$ cat src/rtl/agep_pkg.sv
package agep_pkg;

  localparam int unsigned NumBuckets = 360;
  localparam int unsigned BucketBits = 9;
  localparam int unsigned CoordBits = 16;
  localparam int unsigned AngFrac = 7;
  localparam int unsigned AngBits = 16;
  localparam int unsigned CordicSteps = 16;
  localparam int unsigned StepBits = 4;
  localparam int unsigned AccFrac = 20;
  // Differences are scaled by 2^PreShift before the first rotation.
  localparam int unsigned PreShift = 16;
  // Datapath width: differences need 17 bits, scaled by 2^16, CORDIC gain below 1.7.
  localparam int unsigned XyBits = 36;
  localparam int unsigned ZBits = 30;
  localparam int unsigned EntryBits = AngBits + 2 * CoordBits;
  localparam int unsigned AddrBits = 1;

  localparam logic [AngBits-1:0] Turn = AngBits'(360 << AngFrac);
  localparam logic [AngBits-1:0] HalfTurn = AngBits'(180 << AngFrac);
  localparam logic signed [ZBits-1:0] ZFull = ZBits'(360 << AccFrac);
  localparam logic signed [ZBits-1:0] ZHalf = ZBits'(180 << AccFrac);

  localparam logic [AddrBits-1:0] RegFixX = 1'd0;
  localparam logic [AddrBits-1:0] RegFixY = 1'd1;

  typedef struct packed {
    logic [AngBits-1:0] ang;
    logic signed [CoordBits-1:0] x;
    logic signed [CoordBits-1:0] y;
  } entry_t;

  function automatic logic [ZBits-1:0] atan_lut(input logic [StepBits-1:0] i);
    logic [ZBits-1:0] r;
    unique case (i)
      4'd0: r = 30'd47185920;
      4'd1: r = 30'd27855475;
      4'd2: r = 30'd14718068;
      4'd3: r = 30'd7471121;
      4'd4: r = 30'd3750058;
      4'd5: r = 30'd1876857;
      4'd6: r = 30'd938658;
      4'd7: r = 30'd469357;
      4'd8: r = 30'd234682;
      4'd9: r = 30'd117342;
      4'd10: r = 30'd58671;
      4'd11: r = 30'd29335;
      4'd12: r = 30'd14668;
      4'd13: r = 30'd7334;
      4'd14: r = 30'd3667;
      default: r = 30'd1833;
    endcase
    return r;
  endfunction

endpackage

$ cat src/rtl/agep_cordic.sv
module agep_cordic (
  input  logic                                   clk_i,
  input  logic                                   rst_ni,
  input  logic                                   start_i,
  input  logic signed [agep_pkg::CoordBits:0]    dx_i,
  input  logic signed [agep_pkg::CoordBits:0]    dy_i,
  output logic                                   done_o,
  output logic [agep_pkg::AngBits-1:0]           ang_o
);

  logic signed [agep_pkg::XyBits-1:0] x_q, x_d, y_q, y_d;
  logic signed [agep_pkg::ZBits-1:0]  z_q, z_d;
  logic [agep_pkg::StepBits-1:0]      step_q, step_d;
  logic                               run_q, run_d, zero_q, zero_d, done_d;
  logic signed [agep_pkg::XyBits-1:0] xs, ys, x0, y0;
  logic signed [agep_pkg::ZBits-1:0]  atn, zf;
  logic [agep_pkg::ZBits-1:0]         zr;
  logic [agep_pkg::AngBits-1:0]       a;

  assign xs = x_q >>> step_q;
  assign ys = y_q >>> step_q;
  assign atn = $signed(agep_pkg::atan_lut(step_q));
  assign x0 = agep_pkg::XyBits'(dx_i) <<< agep_pkg::PreShift;
  assign y0 = agep_pkg::XyBits'(dy_i) <<< agep_pkg::PreShift;

  // One rotation step per cycle through the shared add/shift unit.
  always_comb begin
    x_d = x_q;
    y_d = y_q;
    z_d = z_q;
    step_d = step_q;
    run_d = run_q;
    zero_d = zero_q;
    done_d = 1'b0;
    if (start_i) begin
      zero_d = (dx_i == '0) && (dy_i == '0);
      run_d = 1'b1;
      step_d = '0;
      if (dx_i < 0) begin
        x_d = -x0;
        y_d = -y0;
        z_d = agep_pkg::ZHalf;
      end else begin
        x_d = x0;
        y_d = y0;
        z_d = '0;
      end
    end else if (run_q) begin
      if (y_q >= 0) begin
        x_d = x_q + ys;
        y_d = y_q - xs;
        z_d = z_q + atn;
      end else begin
        x_d = x_q - ys;
        y_d = y_q + xs;
        z_d = z_q - atn;
      end
      step_d = step_q + 1'b1;
      if (step_q == agep_pkg::StepBits'(agep_pkg::CordicSteps - 1)) begin
        run_d = 1'b0;
        done_d = 1'b1;
      end
    end
  end

  always_ff @(posedge clk_i or negedge rst_ni) begin
    if (!rst_ni) begin
      run_q <= 1'b0;
      done_o <= 1'b0;
      step_q <= '0;
    end else begin
      run_q <= run_d;
      done_o <= done_d;
      step_q <= step_d;
    end
  end

  always_ff @(posedge clk_i) begin
    x_q <= x_d;
    y_q <= y_d;
    z_q <= z_d;
    zero_q <= zero_d;
  end

  // Wrap into one turn, then round to the output resolution.
  always_comb begin
    zf = zero_q ? agep_pkg::ZHalf : z_q;
    if (zf < 0) begin
      zf = zf + agep_pkg::ZFull;
    end
    if (zf >= agep_pkg::ZFull) begin
      zf = zf - agep_pkg::ZFull;
    end
    zr = (agep_pkg::ZBits'(zf) +
          agep_pkg::ZBits'(1 << (agep_pkg::AccFrac - agep_pkg::AngFrac - 1)))
         >> (agep_pkg::AccFrac - agep_pkg::AngFrac);
    a = zr[agep_pkg::AngBits-1:0];
    ang_o = (a >= agep_pkg::Turn) ? a - agep_pkg::Turn : a;
  end

endmodule
$ cat config.mk
export PLATFORM = sky130hd
export DESIGN_NAME = agep_cordic
export DESIGN_NICKNAME = d
export VERILOG_FILES = /design/src/rtl/agep_pkg.sv /design/src/rtl/agep_cordic.sv
export SDC_FILE = /design/constraint.sdc
export NUM_CORES = 1
export LEC_CHECK = 0
export ABC_AREA = 1
export BUFFER_PORTS_ARGS = -buffer_cell sky130_fd_sc_hd__buf_2
export CAP_MARGIN = 40
export CORE_MARGIN = 8
export CORE_UTILIZATION = 65
export DETAILED_ROUTE_END_ITERATION = 6
export GPL_TIMING_DRIVEN = 1
export HOLD_SLACK_MARGIN = 0.02
export PLACE_DENSITY = 0.83
export SYNTH_ARGS = -nofsm -noshare
export SYNTH_HDL_FRONTEND = slang
export SYNTH_SLANG_ARGS = --single-unit
$ cat constraint.sdc
create_clock -name clk_i -period 7.7 [get_ports clk_i]
set_input_delay 1.155 -clock clk_i [delete_from_list [all_inputs] [get_ports clk_i]]
set_output_delay 1.155 -clock clk_i [all_outputs]
set_load 0.02 [all_outputs]
==> impl_results.md <==
* Via-per-instance ratio at 6.13
* First-pass GRT wire length at 90700 microns
* Reg2reg end: y_q[23]$_DFFE_PP_
* Avg Synthesized Cell Area at 6.04 sq um
* Routed Antenna Nets at 0
* Setup CP Type: reg2reg
* CTS max path bufs at 2
* Gate Count Post-Synth at 2916
* Quantity of gates resized following cts at 0
* Setup violators final at 0
* Reg2reg setup slack at 1780 ps
* Postcts setup bufs at 0
* Hold Fails Final Rpt at 0
* Full die area at 0.0326 sq mm
* Most common cell after layout, fill and taps aside: nand2_1
* Core area at 0.0268 sq mm
* Main synth FF type: edfxtp_1
* CTS Root Buffer Type: clkbuf_16
* Worst-margin pin slew at 867 ps
* Clock-pin slew on the worst setup and hold paths at 90 ps
* Vias at 19900
* Synth top area share at 17.5%
* WL/cell at 17.6 microns
* CP Max Fanout at 72
* Ant. Diodes at 0
* Syn Nets at 3073
* Number of buffers added on ports at 53
* Clock sinks at 109
* Initial drt markers at 2399
* P&R area growth vs syn at 3.46%
* Initial antenna violation count at 0
* Final Max Tran Viols at 0
* Commonest cells after routing, fill and taps aside: nand2_1, inv_1, nor2_1
* Failing checks: DRC
* Nets at 3053
* Total gr overflow at 0
* Post-route DRC at 2
* Post-route minimum period at 5920 ps
* Vias in the first global route at 18100
* WP data required at 7820 ps
* Static leakage at 0.00879 uW
* Maximum clock frequency at 169 MHz
* Post-Syn Area at 0.0176 sq mm
* Max VDD drop at 0.378 mV
* Worst setup startpoint: step_q[0]$_DFFE_PN0P_
* Clock Skews at 10.4 ps
* Yosys warning total at 0
* Kind of end point of the critical path: flip-flop
* TritonCTS clock tree: yes
* Reg-to-Reg Start: step_q[0]$_DFFE_PN0P_
* Unique masters post-synth at 66
* Result of the run: finished with violations
* Die Wd at 181 microns
* Pre-antenna DRT Iters at 7
* Async S/R FF share, synth at 5.50%
* Post-Route WL at 57100 microns
* PD cells at 520 mW/mm^2
* Synth Register Bits at 109
* CP startpoint kind: flip-flop
* Sequential area share after synthesis at 18.4%
* Hpwl dp at 45500 microns
* Chip height at 181 microns
* Fraction of layout cells with a size suffix above 1 at 6.65%
* Routability cong. at 1.01
* Worst skew pair latency at 390 ps
* Num ports at 54
* Worst Reg-to-Reg Cells at 26
* RSZ-0062 raised after global routing: no
* # rows at 60
* Cts hold-fix bufs at 0
* Synth area leader: edfxtp_1
* Critical path arrival at 6040 ps
* Leading cell types by total area after synthesis: edfxtp_1, nand2_1, ha_1
* Total CTS buffers at 9
* H-tree depth at 3
* Total global-route track usage at 33.8%
* Worst Hold Margin at 593 ps
* Worst min path class: in2async
* Largest net degree at the start of global routing at 73
* Relative slew slack at 42.2%
* Starting Density at 65.8%
* Fin Setup TNS at 0 ps
* Fin crit share at 76.8%
* Post-synth EDFFs at 103
* Max Cap Violations at 0
-- stage by stage --
step	setup WS, ps	total power, uW	cell area [sq um]	cells	utilization, %
after floorplan	3340	6900	17600	2916	-
after global placement	2040	8570	17900	3225	66.8
after detailed placement	1990	8740	17900	3226	66.9
after CTS	1960	9290	18200	3242	68.0
after global routing	1280	10400	18200	3242	68.0
final	1780	9490	18200	3242	68.0
-- worst max-delay path, stage by stage, from the launching register on --
cell	delay, ps
dfrtp_2	630
inv_4	580
nand2_1	90
o21ai_1	120
nand2_1	100
nand3_1	150
nand2_1	80
nand2_1	60
a21boi_1	320
ha_1	370
nand3_2	210
nor2_1	250
nand3_1	160
o21ai_1	170
xnor2_1	100
ha_1	370
nand2_1	110
nor2_1	110
inv_1	70
nor2_1	180
inv_1	80
nor4_1	540
a21oi_1	230
o21bai_1	230
a21oi_1	80
o21ai_0	120
o21ai_0	120
-- synth_stat cells, types with 17 or more instances --
cell	count
a21oi_1	259
a31oi_1	17
and2_1	28
buf_1	20
buf_2	21
clkbuf_1	34
edfxtp_1	103
ha_1	117
inv_1	285
nand2_1	824
nand3_1	252
nand4_1	32
nor2_1	276
nor3_1	32
o21a_1	19
o21ai_0	199
o21ai_1	54
xnor2_1	47
xor2_1	52
-- where the power goes --
part	internal [uW]	switching, uW
logic	2540	5010
clock network	233	284
registers	1060	367
total	3830	5660
-- flip-flops by register name, indices dropped and copies added (netlist names) --
signal / flops
zero_q: 1
x_q: 36
z_q: 30
y_q: 36
run_q: 1
step_q: 4
done_o: 1
-- worst max-delay path by stage --
stage | cells after the start | slack [ps] | endpoint
floorplan | 32 | 3340 | z_q[21]$_SDFFCE_PP0P_
global placement | 26 | 2040 | y_q[23]$_DFFE_PP_
detailed placement | 26 | 1990 | y_q[23]$_DFFE_PP_
CTS | 26 | 1960 | y_q[23]$_DFFE_PP_
global route | 26 | 1280 | y_q[23]$_DFFE_PP_
finish | 26 | 1780 | y_q[23]$_DFFE_PP_
-- metal layers --
layer / part of all wire (%) / global-route usage, % / wire (microns) / vias to the layer above
met4: 5.7 / 17.7 / 3260 / 0
met2: 44 / 55.0 / 25200 / 1083
li1: - / - / - / 9751
met1: 41 / 42.8 / 23500 / 8829
met3: 8.9 / 5.26 / 5090 / 197
met5: 0 / 0 / 0 / -
-- final cells by class --
cell class / count / area, sq um
clock buffer: 9 / 225
sequential: 109 / 3250
inverter: 301 / 1130
tap: 341 / 427
timing repair buffer: 68 / 390
clock inverter: 7 / 77.6
fill: 2461 / 8560
multi-input combinational: 2407 / 12700
-- cells by family after synthesis --
group,share of synthesized area (%)
mux,0.398
simple gates,37.7
flops,18.4
compound gates,20.5
fa+ha+maj,8.65
buf+inv,9.38
xor+xnor,5.01
No activity file was read; power rests on OpenSTA's default activity.
