==> src/rtl/agep_ram.sv <==
module agep_ram #(
  parameter int unsigned Width = 8,
  parameter int unsigned Depth = 16
) (
  input  logic                     clk_i,
  input  logic                     we_i,
  input  logic [$clog2(Depth)-1:0] waddr_i,
  input  logic [Width-1:0]         wdata_i,
  input  logic [$clog2(Depth)-1:0] raddr_i,
  output logic [Width-1:0]         rdata_o
);

  logic [Width-1:0] mem_q [Depth];

  // One write port and one registered read port.
  always_ff @(posedge clk_i) begin
    if (we_i) begin
      mem_q[waddr_i] <= wdata_i;
    end
    rdata_o <= mem_q[raddr_i];
  end

endmodule

==> config.mk <==
export PLATFORM = sky130hd
export DESIGN_NAME = agep_ram
export DESIGN_NICKNAME = d
export VERILOG_FILES = /design/src/rtl/agep_ram.sv
export SDC_FILE = /design/constraint.sdc
export NUM_CORES = 1
export LEC_CHECK = 0
export ABC_AREA = 1
export BUFFER_PORTS_ARGS = -buffer_cell sky130_fd_sc_hd__buf_2
export CELL_PAD_IN_SITES_DETAIL_PLACEMENT = 1
export CELL_PAD_IN_SITES_GLOBAL_PLACEMENT = 1
export CORE_UTILIZATION = 52
export CTS_CLUSTER_DIAMETER = 40
export DETAILED_ROUTE_END_ITERATION = 12
export PLACE_DENSITY = 0.92
export SETUP_SLACK_MARGIN = 0.3
export SLEW_MARGIN = 20
export SYNTH_ARGS = -nofsm -noshare
export SYNTH_HDL_FRONTEND = slang
export SYNTH_SLANG_ARGS = --single-unit
==> constraint.sdc <==
create_clock -name clk_i -period 3 [get_ports clk_i]
set_input_delay 0.6 -clock clk_i [delete_from_list [all_inputs] [get_ports clk_i]]
set_output_delay 0.6 -clock clk_i [all_outputs]
set_load 0.05 [all_outputs]
==> results of run 1 <==
synth_stat cells, drive strengths merged:
| library cell | instances |
|---|---|
| buf | 24 |
| dfxtp | 8 |
| nand3 | 97 |
| edfxtp | 128 |
| nor2 | 17 |
| inv | 102 |
| nand2 | 173 |
| nand3b | 2 |
power groups by stage:
stage / logic, µW / registers (µW) / clock network, µW
after floorplan: 150 / 2220 / 0
after global placement: 284 / 2180 / 0
after detailed placement: 302 / 2180 / 0
after CTS: 313 / 2140 / 2020
after global routing: 337 / 2140 / 2080
final: 317 / 2140 / 2010
cells by family after synthesis:
group                  count (synthesis)
buffers and inverters                126
flip-flops                           136
AND/OR/NAND/NOR                      289
stage by stage:
step	util, %	setup WS [ns]
5_1_grt	60.3	1.15
3_5_place_dp	55.2	0.822
6_report	60.3	1.16
2_1_floorplan	-	1.45
4_1_cts	60.3	1.18
3_3_place_gp	55.2	0.932
per-layer routing:
metal | part of all wire [%] | up-vias | wire [µm] | GRT usage (%)
met2 | 49 | 234 | 8380 | 51.6
met5 | 0.076 | - | 13 | 0
met4 | 4.0 | 2 | 693 | 14.9
li1 | - | 1829 | - | -
met1 | 39 | 2096 | 6640 | 41.4
met3 | 8.3 | 63 | 1420 | 7.93
worst paths after layout:
kind | startpoint | depth (start not counted) | slack, ns | endpoint
worst max register to register | mem_q[6][5] | 6 | 1.84 | rdata_o[5]
worst min register to register | mem_q[5][6] | 6 | 0.72 | rdata_o[6]
worst max-delay path | rdata_o[1] | 1 | 1.16 | rdata_o[1]
worst min-delay path | raddr_i[3] | 3 | 0.47 | rdata_o[7]
layout by cell type (no fill, tap or decap), drive strengths merged:
cell / count
nand2: 173
inv: 102
bufinv: 3
nand3: 97
dfxtp: 8
clkinv: 5
nor2: 17
buf: 34
clkinvlp: 2
clkbuf: 20
nand3b: 2
edfxtp: 128
final cells by class:
type / count / area (µm²)
fillers: 1143 / 4300
flip-flops and latches: 136 / 4000
multi-input cells: 289 / 1210
clock buffers: 20 / 425
inverters: 102 / 383
repair buffers: 34 / 205
well taps: 140 / 175
clock inverters: 10 / 130
sequential cells by signal, summed over array words and instances, names as in the netlist:
signal,cells
mem_q,128
rdata_o,8
==> reports/qor.tcl, run 1 <==
set qor(status) {finished, final reports clean}
set qor(dr.pass1.iters) 5
set qor(seqPwrFrac_pct) 48.0
set qor(worstHoldPathType) {input pin to register}
set qor(power.static_leakage_uw) 0.00284
set qor(total_wire_length_after_detailed_routing_um) 17200
set qor(least_margin_pin_slew_ns) 1.12
set qor(worst_setup_hold_path_clk_slew_ns) 0.06
set qor(synth_simple_gate_area_share_pct) 21.0
set qor(worst_ep_arrival_time_ns) 1.24
set qor(drt-initial-drc-count) 447
set qor(ctsResizeCount) 0
set qor(grt_max_degree) 65
set qor(floorplan.rows) 38
set qor(globalRouteOverflowTotal) 0
set qor(drc_violation_count_after_routing) 0
set qor(timing.slew.headroom_pct) 25.3
set qor(io_pins) 26
set qor(finish.net_count) 598
set qor(die_w_um) 107
set qor(clock_power_share_pct) 44.9
set qor(worst_hold_slack_ns) 0.473
set qor(route.vias.total) 4224
set qor(critical_path_source_type) {register}
set qor(net_count_of_the_mapped_netlist) 569
set qor(critical_path.top_delay_family) {flip-flops}
set qor(yosysTopAreaCellShare_pct) 66.7
set qor(ir_drop_uv) 528
set qor(proportion_of_synthesized_chip_area_in_sequential_cells_pct) 69.4
set qor(cp_cell_sequence) {buf_2}
set qor(cp.required_ns) 2.40
set qor(synthMuxAreaShare_pct) 0
set qor(final_min_period_over_clock_period_pct) 61.2
set qor(io_buffers) 25
set qor(final_layout_size_suffix_gt1_share_pct) 10.7
set qor(avgSynthCellArea_um2) 10.5
set qor(power.total_uw) 4470
set qor(number_of_global_route_vias_before_repair) 4467
set qor(place.gp.congestion) 0.773
set qor(synth-compound-area-share_pct) 0
set qor(placed_cells_incl_taps) 701
set qor(tritoncts_clock_tree) {yes}
set qor(yosysTopAreaCell) {sky130_fd_sc_hd__edfxtp_1}
set qor(finalHoldViolCount) 0
set qor(worst_path_largest_cell_delay_ns) 0.41
set qor(synth_warnings) 0
set qor(count_of_pins_over_their_slew_limit) 0
set qor(register_bit_count_reported_by_yosys) 136
set qor(dieArea_um2) 11500
set qor(internal_power_uw) 3440
set qor(syn_area_um2) 5770
set qor(post_synth_inst_count) 551
set qor(period_minus_slack_ns) 1.84
set qor(routed_wire_length_per_instance_um) 23.5
set qor(synthDistinctLibCells) 12
set qor(clkLatencyLatePin_ns) 0.53
set qor(antenna-diode-count) 0
set qor(grt_first_pass_wirelength_um) 25800
set qor(cts_hold_repair.buffers) 0
set qor(grt_antenna_before_repair) 1
set qor(pwr_density_cell_nw_per_um2) 683
set qor(post_place_cell_area_um2) 5980
set qor(route.antenna.remaining_nets) 0
set qor(post-dp-hpwl_um) 10000
set qor(synth-adder-area-share_pct) 0
set qor(power.share.switching_pct) 22.9
set qor(clock.fmax_mhz) 545
set qor(cts-root-to-sink-buffers) 2
set qor(area_growth_pct) 13.3
set qor(critPathMaxFanout) 1
set qor(maxCapViolations) 0
set qor(core_region_area_um2) 10800
set qor(postCtsSetupBuffers) 0
set qor(initial_core_util_pct) 53.2
set qor(comb_power_share_pct) 7.1
set qor(post_layout_instance_area_um2) 6540
set qor(cp.buffers_inverters) 1
set qor(end_kind) {output pin}
set qor(num_clock_sinks) 136
set qor(vias_per_cell) 5.78
set qor(ctsHtreeMaxLevel) 4
set qor(fin_tns_setup_ns) 0
set qor(cts_root_buf) {sky130_fd_sc_hd__clkbuf_8}
set qor(final.setup_skew_ns) 0.00976
set qor(ys_top_cells_by_area) {sky130_fd_sc_hd__edfxtp_1 67%, sky130_fd_sc_hd__nand2_1 11%, sky130_fd_sc_hd__nand3_1 8.4%, sky130_fd_sc_hd__inv_1 6.5%, sky130_fd_sc_hd__dfxtp_1 2.8%}
set qor(timing_worst_setup_path_type) {register to output pin}
set qor(fp.dieH_um) 107
set qor(finish.cell_count_without_fillers) 731
set qor(total_switching_power_uw) 1020
set qor(tritoncts.num_buffers) 17
set qor(gr-usage-all-layers_pct) 32.2
set qor(critical_path.slowest_cell) {sky130_fd_sc_hd__dfxtp_1}
set qor(rsz_0062_raised_after_global_routing) {no}
set qor(synthXorXnorAreaFrac_pct) 0
set qor(setup_viol) 0
set qor(largest_family_of_logic_cells_by_synthesized_area) {simple AND/OR/NAND/NOR gates}
Note: power is estimated with default switching activity, not from simulation.
==> run 2, diff against run 1 <==
--- a/config.mk
+++ b/config.mk
@@ -9,10 +9,10 @@
 export BUFFER_PORTS_ARGS = -buffer_cell sky130_fd_sc_hd__buf_2
 export CELL_PAD_IN_SITES_DETAIL_PLACEMENT = 1
 export CELL_PAD_IN_SITES_GLOBAL_PLACEMENT = 1
-export CORE_UTILIZATION = 52
+export CORE_UTILIZATION = 49
 export CTS_CLUSTER_DIAMETER = 40
 export DETAILED_ROUTE_END_ITERATION = 12
-export PLACE_DENSITY = 0.92
+export PLACE_DENSITY = 0.87
 export SETUP_SLACK_MARGIN = 0.3
 export SLEW_MARGIN = 20
 export SYNTH_ARGS = -nofsm -noshare
==> constraint.sdc (replaced) <==
create_clock -name clk_i -period 1.9 [get_ports clk_i]
set_input_delay 0.38 -clock clk_i [delete_from_list [all_inputs] [get_ports clk_i]]
set_output_delay 0.38 -clock clk_i [all_outputs]
set_load 0.05 [all_outputs]
==> run 2 against run 1 <==
Non-clock buffer count rose by 11. Largest power group unchanged. Setup slack worse by 0.68 ns. Global-route usage shrank 4.1 points. Sequential cell count unchanged. Clock power increased by 63%. Register-to-register slack worse by 1.1 ns. Worst hold slack got worse by 0.13 ns. Via count decreased by 1.8%. Cell area increased by 2.3%. Critical endpoint is now rdata_o[4]. Highest routed layer is now met4.
==> reports/qor.tcl, run 2 (synthesis results as in run 1) <==
set qor(timing_worst_setup_path_type) {register to output pin}
set qor(setup_viol) 0
set qor(antenna-diode-count) 0
set qor(vias_per_cell) 5.55
set qor(dr.pass1.iters) 6
set qor(fp.dieH_um) 110
set qor(worst_ep_arrival_time_ns) 1.03
set qor(post-dp-hpwl_um) 9190
set qor(dpl_worst_slack_ns) 0.210
set qor(end_kind) {output pin}
set qor(power.static_leakage_uw) 0.00292
set qor(finalHoldViolCount) 0
set qor(least_margin_pin_slew_ns) 0.668
set qor(ir_drop_uv) 539
set qor(grt_antenna_before_repair) 0
set qor(cts_hold_repair.buffers) 0
set qor(clock_power_share_pct) 45.8
set qor(power.share.switching_pct) 22.2
set qor(number_of_global_route_vias_before_repair) 4547
set qor(period_minus_slack_ns) 1.41
set qor(grt_first_pass_wirelength_um) 25000
set qor(critical_path.slowest_cell) {sky130_fd_sc_hd__dfxtp_1}
set qor(place.gp.congestion) 0.780
set qor(largest_register_ffs) 128
set qor(worst_path_largest_cell_delay_ns) 0.34
set qor(count_of_pins_over_their_slew_limit) 0
set qor(initial_core_util_pct) 50.3
set qor(timing.slew.headroom_pct) 55.4
set qor(clkLatencyLatePin_ns) 0.42
set qor(num_clock_sinks) 136
set qor(ctsHtreeMaxLevel) 4
set qor(routed_wire_length_per_instance_um) 21.2
set qor(drt-initial-drc-count) 352
set qor(critical_path_source_type) {register}
set qor(gr-usage-all-layers_pct) 28.1
set qor(largest-register) {mem_q}
set qor(io_buffers) 25
set qor(grt_max_degree) 65
set qor(globalRouteOverflowTotal) 0
set qor(fin_tns_setup_ns) 0
set qor(rsz_0062_raised_after_global_routing) {no}
set qor(drc_violation_count_after_routing) 0
set qor(route.vias.total) 4148
set qor(post-route-util_pct) 58.3
set qor(postCtsSetupBuffers) 0
set qor(finish.net_count) 609
set qor(layout_top_registers) {mem_q (128), rdata_o (8)}
set qor(cp_cell_sequence) {buf_2}
set qor(core_region_area_um2) 11500
set qor(seqPwrFrac_pct) 47.1
set qor(final.setup_skew_ns) 0.00554
set qor(status) {finished, final reports clean}
set qor(worst_setup_hold_path_clk_slew_ns) 0.05
set qor(cp.buffers_inverters) 1
set qor(die_w_um) 110
set qor(layout.cells.most_common) {sky130_fd_sc_hd__nand2_1}
set qor(internal_power_uw) 5570
set qor(final_critical_path_setup_slack_ns) 0.488
set qor(post_layout_instance_area_um2) 6690
set qor(worstHoldPathType) {input pin to register}
set qor(route.antenna.remaining_nets) 0
set qor(cts-root-to-sink-buffers) 2
set qor(dieArea_um2) 12200
set qor(ctsResizeCount) 0
set qor(floorplan.rows) 39
set qor(area_growth_pct) 16.0
set qor(tritoncts.num_buffers) 17
set qor(pwr_density_cell_nw_per_um2) 1070
set qor(cp.required_ns) 1.52
set qor(critical_path.top_delay_family) {flip-flops}
set qor(tritoncts_clock_tree) {yes}
set qor(most-common-layout-cells) {173 x sky130_fd_sc_hd__nand2_1, 128 x sky130_fd_sc_hd__edfxtp_1, 100 x sky130_fd_sc_hd__inv_1, 97 x sky130_fd_sc_hd__nand3_1, 25 x sky130_fd_sc_hd__buf_2}
set qor(total_switching_power_uw) 1590
set qor(final_min_period_over_clock_period_pct) 74.3
set qor(comb_power_share_pct) 7.0
set qor(final_layout_size_suffix_gt1_share_pct) 12.6
set qor(placed_cells_incl_taps) 715
set qor(finish.cell_count_without_fillers) 747
set qor(maxCapViolations) 0
set qor(total_wire_length_after_detailed_routing_um) 15800
set qor(io_pins) 26
set qor(clock.fmax_mhz) 708
set qor(post_place_cell_area_um2) 6090
set qor(critPathMaxFanout) 1
set qor(cts_root_buf) {sky130_fd_sc_hd__clkbuf_16}
==> run 2: changes by cell type in the layout (fill, tap and decap cells not counted), sizes merged <==
cell,delta
clkbuf,+4
clkinv,-1
bufinv,-1
buf,+11
==> run 2: area by class of cell <==
cell class | instances | area (µm²)
Tap cell | 143 | 179
Sequential cell | 136 | 4000
Fill cell | 1214 | 4780
Inverter | 102 | 383
Timing Repair Buffer | 45 | 313
Clock buffer | 24 | 502
Multi-Input combinational cell | 289 | 1210
Clock inverter | 8 | 93.8
==> run 2: tightest hold or removal path, cell delays in order <==
cell	delay (ns)
sky130_fd_sc_hd__buf_2	0.18
sky130_fd_sc_hd__nand3_1	0.11
sky130_fd_sc_hd__nand2_1	0.04
==> run 2: path summary, 6_finish.rpt <==
path                 from    endpoint  slack [ns]  depth (start not counted)
min            raddr_i[3]  rdata_o[7]        0.35                          3
min reg2reg  mem_q[10][7]  rdata_o[7]        0.68                          6
max reg2reg   mem_q[0][3]  rdata_o[3]        0.71                          6
max            rdata_o[4]  rdata_o[4]        0.49                          1
==> run 2: through the flow <==
| step | hold WS, ns | power (µW) |
|---|---|---|
| floorplan | 0.479 | 3740 |
| global placement | 0.646 | 3900 |
| detailed placement | 0.679 | 3930 |
| CTS | 0.341 | 7190 |
| global route | 0.352 | 7350 |
| finish | 0.347 | 7160 |
==> run 2: routing by layer <==
metal | track usage [%] | vias to the layer above | routed length [µm]
li1 | - | 1854 | -
met1 | 33.8 | 2046 | 6020
met2 | 47.5 | 195 | 8160
met3 | 5.76 | 53 | 1010
met4 | 14.8 | 0 | 643
met5 | 0 | - | 0
==> run 2: power by group through the flow <==
stage | sequential (µW) | combinational, µW | clock, µW
floorplan | 3500 | 237 | 0
global placement | 3430 | 466 | 0
detailed placement | 3440 | 491 | 0
CTS | 3380 | 506 | 3310
global route | 3380 | 541 | 3430
finish | 3380 | 504 | 3280
